## src/sv/ufwm_pkg.sv

```systemverilog
// Package for the union-find wall merge block.
// Field widths, exit bit codes, controller states and the command/status structs.
// No dependencies.
package ufwm_pkg;

  localparam int CELL_W        = 12;
  localparam int MAP_W         = 8;
  localparam int HGT_W         = 12;
  localparam int MAX_CELLS_DEF = 4096;

  localparam logic [HGT_W-1:0] HGT_RESET = 12'd64;

  // Exit map bits
  localparam logic [MAP_W-1:0] EX_UP    = 8'd1;
  localparam logic [MAP_W-1:0] EX_DOWN  = 8'd2;
  localparam logic [MAP_W-1:0] EX_LDOWN = 8'd4;
  localparam logic [MAP_W-1:0] EX_RDOWN = 8'd8;
  localparam logic [MAP_W-1:0] EX_LEQ   = 8'd16;
  localparam logic [MAP_W-1:0] EX_REQ   = 8'd32;
  localparam logic [MAP_W-1:0] EX_LUP   = 8'd64;
  localparam logic [MAP_W-1:0] EX_RUP   = 8'd128;

  typedef enum logic [3:0] {
    S_CLEAR,
    S_IDLE,
    S_START,
    S_FRD,
    S_FCHK,
    S_CRD,
    S_CWR,
    S_MRG1,
    S_MRG2,
    S_XRDL,
    S_XRDH,
    S_XCAPH,
    S_XWRL,
    S_XWRH,
    S_OUT
  } ufwm_state_t;

  // Controller to datapath
  typedef struct packed {
    logic clr_en;
    logic load_item;
    logic find_start;
    logic find_sel;
    logic root_step;
    logic save_root;
    logic rd_walk;
    logic comp_wr;
    logic merge_child;
    logic merge_root;
    logic ex_rd_hi;
    logic cap_lo;
    logic cap_hi;
    logic ex_wr_lo;
    logic ex_wr_hi;
    logic out_load;
  } ufwm_cmd_t;

  // Datapath to controller
  typedef struct packed {
    logic clear_done;
    logic pdata_neg;
    logic walk_eq_root;
    logic roots_eq;
    logic both_ok;
    logic out_free;
  } ufwm_status_t;

endpackage

```

## src/sv/ufwm_ctrl.sv

```systemverilog
// Controller state machine: clearing pass, two root walks with compression,
// merge and exit map update. Depends on ufwm_pkg.
module ufwm_ctrl (
  input  logic                  clk,
  input  logic                  rst,
  input  logic                  in_valid,
  output logic                  in_ready,
  input  ufwm_pkg::ufwm_status_t sts,
  output ufwm_pkg::ufwm_cmd_t    cmd
);
  import ufwm_pkg::*;

  ufwm_state_t state, state_next;
  logic        sel, sel_next;

  // State register
  always_ff @(posedge clk) begin
    if (rst) begin
      state <= S_CLEAR;
      sel   <= 1'b0;
    end else begin
      state <= state_next;
      sel   <= sel_next;
    end
  end

  // Next state and commands
  always_comb begin
    state_next   = state;
    sel_next     = sel;
    cmd          = '0;
    cmd.find_sel = sel;
    in_ready     = 1'b0;
    unique case (state)
      S_CLEAR: begin
        cmd.clr_en = 1'b1;
        if (sts.clear_done) begin
          state_next = S_IDLE;
        end
      end
      S_IDLE: begin
        in_ready = 1'b1;
        if (in_valid) begin
          cmd.load_item = 1'b1;
          state_next    = S_START;
        end
      end
      S_START: begin
        if (sts.both_ok) begin
          cmd.find_start = 1'b1;
          cmd.find_sel   = 1'b0;
          sel_next       = 1'b0;
          state_next     = S_FRD;
        end else begin
          state_next = S_XRDL;
        end
      end
      // parent of current root is being read
      S_FRD: state_next = S_FCHK;
      S_FCHK: begin
        if (sts.pdata_neg) begin
          cmd.save_root = 1'b1;
          state_next    = S_CRD;
        end else begin
          cmd.root_step = 1'b1;
          state_next    = S_FRD;
        end
      end
      // compression walk
      S_CRD: begin
        if (sts.walk_eq_root) begin
          if (!sel) begin
            cmd.find_start = 1'b1;
            cmd.find_sel   = 1'b1;
            sel_next       = 1'b1;
            state_next     = S_FRD;
          end else if (sts.roots_eq) begin
            state_next = S_XRDL;
          end else begin
            state_next = S_MRG1;
          end
        end else begin
          cmd.rd_walk = 1'b1;
          state_next  = S_CWR;
        end
      end
      S_CWR: begin
        cmd.comp_wr = 1'b1;
        state_next  = S_CRD;
      end
      S_MRG1: begin
        cmd.merge_child = 1'b1;
        state_next      = S_MRG2;
      end
      S_MRG2: begin
        cmd.merge_root = 1'b1;
        state_next     = S_XRDL;
      end
      S_XRDL: state_next = S_XRDH;
      S_XRDH: begin
        cmd.ex_rd_hi = 1'b1;
        cmd.cap_lo   = 1'b1;
        state_next   = S_XCAPH;
      end
      S_XCAPH: begin
        cmd.cap_hi = 1'b1;
        state_next = S_XWRL;
      end
      S_XWRL: begin
        cmd.ex_wr_lo = 1'b1;
        state_next   = S_XWRH;
      end
      S_XWRH: begin
        cmd.ex_wr_hi = 1'b1;
        state_next   = S_OUT;
      end
      S_OUT: begin
        if (sts.out_free) begin
          cmd.out_load = 1'b1;
          state_next   = S_IDLE;
        end
      end
      default: state_next = S_CLEAR;
    endcase
  end
endmodule

```

## config.mk

```make
export PLATFORM = sky130hd
export DESIGN_NAME = ufwm_ctrl
export DESIGN_NICKNAME = d
export VERILOG_FILES = /design/src/sv/ufwm_pkg.sv /design/src/sv/ufwm_ctrl.sv
export SDC_FILE = /design/constraint.sdc
export NUM_CORES = 1
export LEC_CHECK = 0
export BUFFER_PORTS_ARGS = -buffer_cell sky130_fd_sc_hd__buf_4
export CAP_MARGIN = 10
export CORE_AREA = 2 2 39 41
export DETAILED_ROUTE_END_ITERATION = 10
export DIE_AREA = 0 0 41 43
export PLACE_DENSITY = 0.72
export SLEW_MARGIN = 20
export SYNTH_ARGS = -nofsm -noshare
export SYNTH_HDL_FRONTEND = slang
export SYNTH_SLANG_ARGS = --single-unit
```

## constraint.sdc

```tcl
create_clock -name clk -period 2.4 [get_ports clk]
set_input_delay 0.24 -clock clk [delete_from_list [all_inputs] [get_ports clk]]
set_output_delay 0.24 -clock clk [all_outputs]
set_load 0.01 [all_outputs]
```

After elaboration in Yosys (flattened, before gate mapping)
Index checks and enable logic that the tools add are counted.

Flip-flop bits (word level): 5. Input port bits: 9. Output and inout port bits: 17.

Equal/unequal tests: 19. Muxes and demuxes: 34. Reduce and logical (&&, ||, !) cells: 4.

Operator list (count): one-hot mux 4 bit (15 select lines) (1); == test 4 bit (second input constant) (7); two-way mux 4 bit (7); two-way mux 1 bit (18); == test 4 x 3 -> 1 bit (second input constant) (4); two-way mux 2 bit (5); != test 2 bit (second input constant) (5); == test 4 x 2 -> 1 bit (second input constant) (2); AND reduction 3 bit (2); == test 4 x 1 -> 1 bit (second input constant) (1); logical NOT 4 bit (1); one-hot mux 2 bit (2 select lines) (1); two-way mux 3 bit (1); one-hot mux 1 bit (2 select lines) (1); nonzero test 2 bit (1).

Logic depth before layout (Yosys ltp)
Depth in word-level cells: 4. Gate-level depth with buffers: 6.

Worst setup path before layout
OpenSTA, ideal clock, no wires.

Path type: flip-flop to output port. Start point: register state[0]. End point: output port cmd[14] (netlist bit). Arrival: 1.078 ns. Required time: 2.160 ns. Setup slack: 1.082 ns. Stages on the path, launching flop included: 5. Path through: dfxtp_1 -> buf_6 -> nand2b_1 -> nor3_1 -> and2_1.

RTL lines: from (decl) (line ufwm_ctrl.sv:13) `ufwm_state_t state, state_next;`; from (signal assigned) (line ufwm_ctrl.sv:22) `state <= state_next;`; to (decl) (line ufwm_ctrl.sv:9) `output ufwm_pkg::ufwm_cmd_t cmd`.

==> metrics.txt <==
H-tree levels 1; CTS max path bufs 2; post-route ant nets 0; Yosys reg bits 5; Synth warnings 0; first-pass GRT wire length between 2 and 2.5 mm; Comb pwr share 53.5%; Slew Viols, Final 0; main flop type after synthesis dfxtp_1; sw power 0.000305 W; P_int ~0.00035 W; max_slew headroom 66.2%; Worst-path clk slew about 0.040 ns; register area share after synthesis 18.6%; outcome completed; Final Setup Violations 0; share of cells above drive strength 1 33.7%; Syn Std Cell Area 539 um^2; cell depth of the worst flop-to-flop path 3; Crit path arrival time 1.73 ns; part of the power in registers 32.2%; met3 GRT Util 7.85%; Final Hold Vio Count 0; Wirelength per Cell 12.3 um; Clock power frac between 10% and 20%; gr busiest metal met2; Post-CTS Setup Bufs 0; most frequent cells in the layout 25 x buf_4, 9 x nor2_1, 5 x nor3_1, 5 x inv_1, 5 x dfxtp_1; Leakage 0.330 nW; Post-synth EDFFs 0; ANT cells 0; Synth area leaders dfxtp_1 19%, nor2_1 6.3%, buf_6 6.3%, nand2b_1 4.6%, nor3_1 4.6%; worst min-delay path class in2reg; routed via count 614; die area 1760 um^2; HP Start rst; Total Nets Final about 110; core area 1380 um^2; final hold slack 0.200 ns; vias in the first global route 509; VDD IR-drop max ~0.55 mV; Total Wirelength 1.40 mm; DRC viols 0; Max Fanout on Critical Path 15; Die W roughly 41 um; Setup TNS Final 0 ns; GRT Total Usage 17.5%; grt ovf 0; Worst-Margin Slew a little over 0.5 ns; Pwr Total 0.000655 W; worst reg-to-reg setup slack 0.90 ns; cell taking the most area after synthesis dfxtp_1; Synth top area share 18.6%; DRT Pass-1 Iters 4; CTS resizes 0; IO Count 26; crit end category primary output; library cells used by synthesis 39; Post-Syn Instances 75; Post-Syn Area per Cell 7.19 um^2; number of vias per cell between 5 and 6; period utilization between 80% and 90%; initial drt markers 10; crit path launch type flop; commonest non-fill, non-tap cell in the layout buf_4; number of cell rows 14; CTS Buf Count 3; Required @ worst endpoint 2.16 ns; max_cap viols 0; Fmax approximately 510 MHz; Layout fillers 145; post-detail-place hpwl roughly 1.1 mm; Area growth syn-to-layout 33.4%; FF-to-FF Start state[1]$_SDFFE_PP0P_; clock skew 0.00104 ns; asr flop ratio synth 0%; Hold Path Stages 2; Die H 43 um; TritonCTS clock tree done; Clock Sinks 5; Final Wtd Congestion approximately 0.86; Starting Density 39.0%; met1 usage roughly a quarter; min cycle time layout 1.97 ns; worst r2r dst state[1]$_SDFFE_PP0P_; RSZ-0062 raised after global routing false; Port Buffers 25; Setup CP Type reg2out; root buf cell clkbuf_4; Synth Net Count 84; initial antenna violation count 0; P per Cell Area approximately 910 nW/um^2; worst hold endpoint state[2]$_SDFFE_PP0P_; largest net degree at the start of global routing 16; sw frac ~47%; Hold-fix buffers, CTS 0; met2 Resource Use GR 26.3%; clk_lat worst skew 0.24 ns
==> worst max path at each step <==
stage | endpoint | depth (start not counted) | slack, ns | startpoint
floorplan | cmd[14] | 4 | 1.08 | state[0]$_SDFFE_PP0P_
detailed placement | cmd[13] | 5 | 0.72 | state[0]$_SDFFE_PP0P_
global route | cmd[13] | 5 | 0.25 | state[0]$_SDFFE_PP0P_
CTS | cmd[13] | 5 | 0.43 | state[0]$_SDFFE_PP0P_
global placement | cmd[13] | 5 | 0.72 | state[0]$_SDFFE_PP0P_
finish | cmd[13] | 5 | 0.43 | state[0]$_SDFFE_PP0P_
==> worst max-delay path, stage by stage, from the launching register on <==
cell      delay [ns]
dfxtp_1         0.63
nand2b_1        0.25
nor3_2          0.26
inv_1           0.05
o21ai_0         0.15
buf_4           0.14
==> layer usage <==
| layer | vias to the layer above | part of all wire, % | wire, um |
|---|---|---|---|
| met5 | - | 0 | 0 |
| met3 | 0 | 6.4 | 89 |
| li1 | 315 | - | - |
| met4 | 0 | 0 | 0 |
| met1 | 281 | 46 | 638 |
| met2 | 18 | 48 | 672 |
==> cell type report <==
cell class	count	area (um^2)	area share, %
Multi-Input combinational cell	58	360	50.1
Clock buffer	4	26.3	3.65
Timing Repair Buffer	25	188	26.1
Sequential cell	5	100	13.9
Tap cell	16	20.0	2.78
Inverter	6	25.0	3.48
==> cell usage after synthesis, types with 2 or more instances <==
cell and count:
nor2_1 9, nand4b_1 2, dfxtp_1 5, and3_1 2
nand2_2 2, o21ai_0 2, nor3_1 5, and2_1 2
nor4_1 2, inv_1 5, a31oi_1 2, nand2_1 3
buf_6 3, o21ai_1 2, nand2b_1 4, and2b_1 2
==> state kept, by name, summed over array words and instances (netlist names) <==
signal	cells
state	4
sel	1
==> power groups by stage <==
stage / clock (W) / combinational [W] / sequential [W]
4_1_cts: 0.0000984 / 0.000353 / 0.000208
6_report: 0.0000935 / 0.000351 / 0.000211
5_1_grt: 0.000103 / 0.000391 / 0.000221
2_1_floorplan: 0 / 0.000348 / 0.000131
3_3_place_gp: 0 / 0.000351 / 0.000210
3_5_place_dp: 0 / 0.000352 / 0.000209
==> cell families after synthesis <==
| kind of cell | share of synthesized area (%) |
|---|---|
| and+or+nand+nor | 40.8 |
| AOI/OAI and AO/OA | 22.5 |
| buffers and inverters | 14.6 |
| DFF | 18.6 |
| xor gates and xnor gates | 1.62 |
| muxes | 1.86 |
==> through the flow <==
| stage | instances | area (um^2) | util, % | setup WS (ns) |
|---|---|---|---|---|
| CTS | 114 | 719 | 52.0 | 0.433 |
| global route | 114 | 719 | 52.0 | 0.250 |
| finish | 114 | 719 | 52.0 | 0.431 |
| detailed placement | 110 | 693 | 50.1 | 0.715 |
| global placement | 110 | 693 | 50.1 | 0.721 |
| floorplan | 75 | 539 | - | 1.08 |
Note: power is estimated with default switching activity, not from simulation.
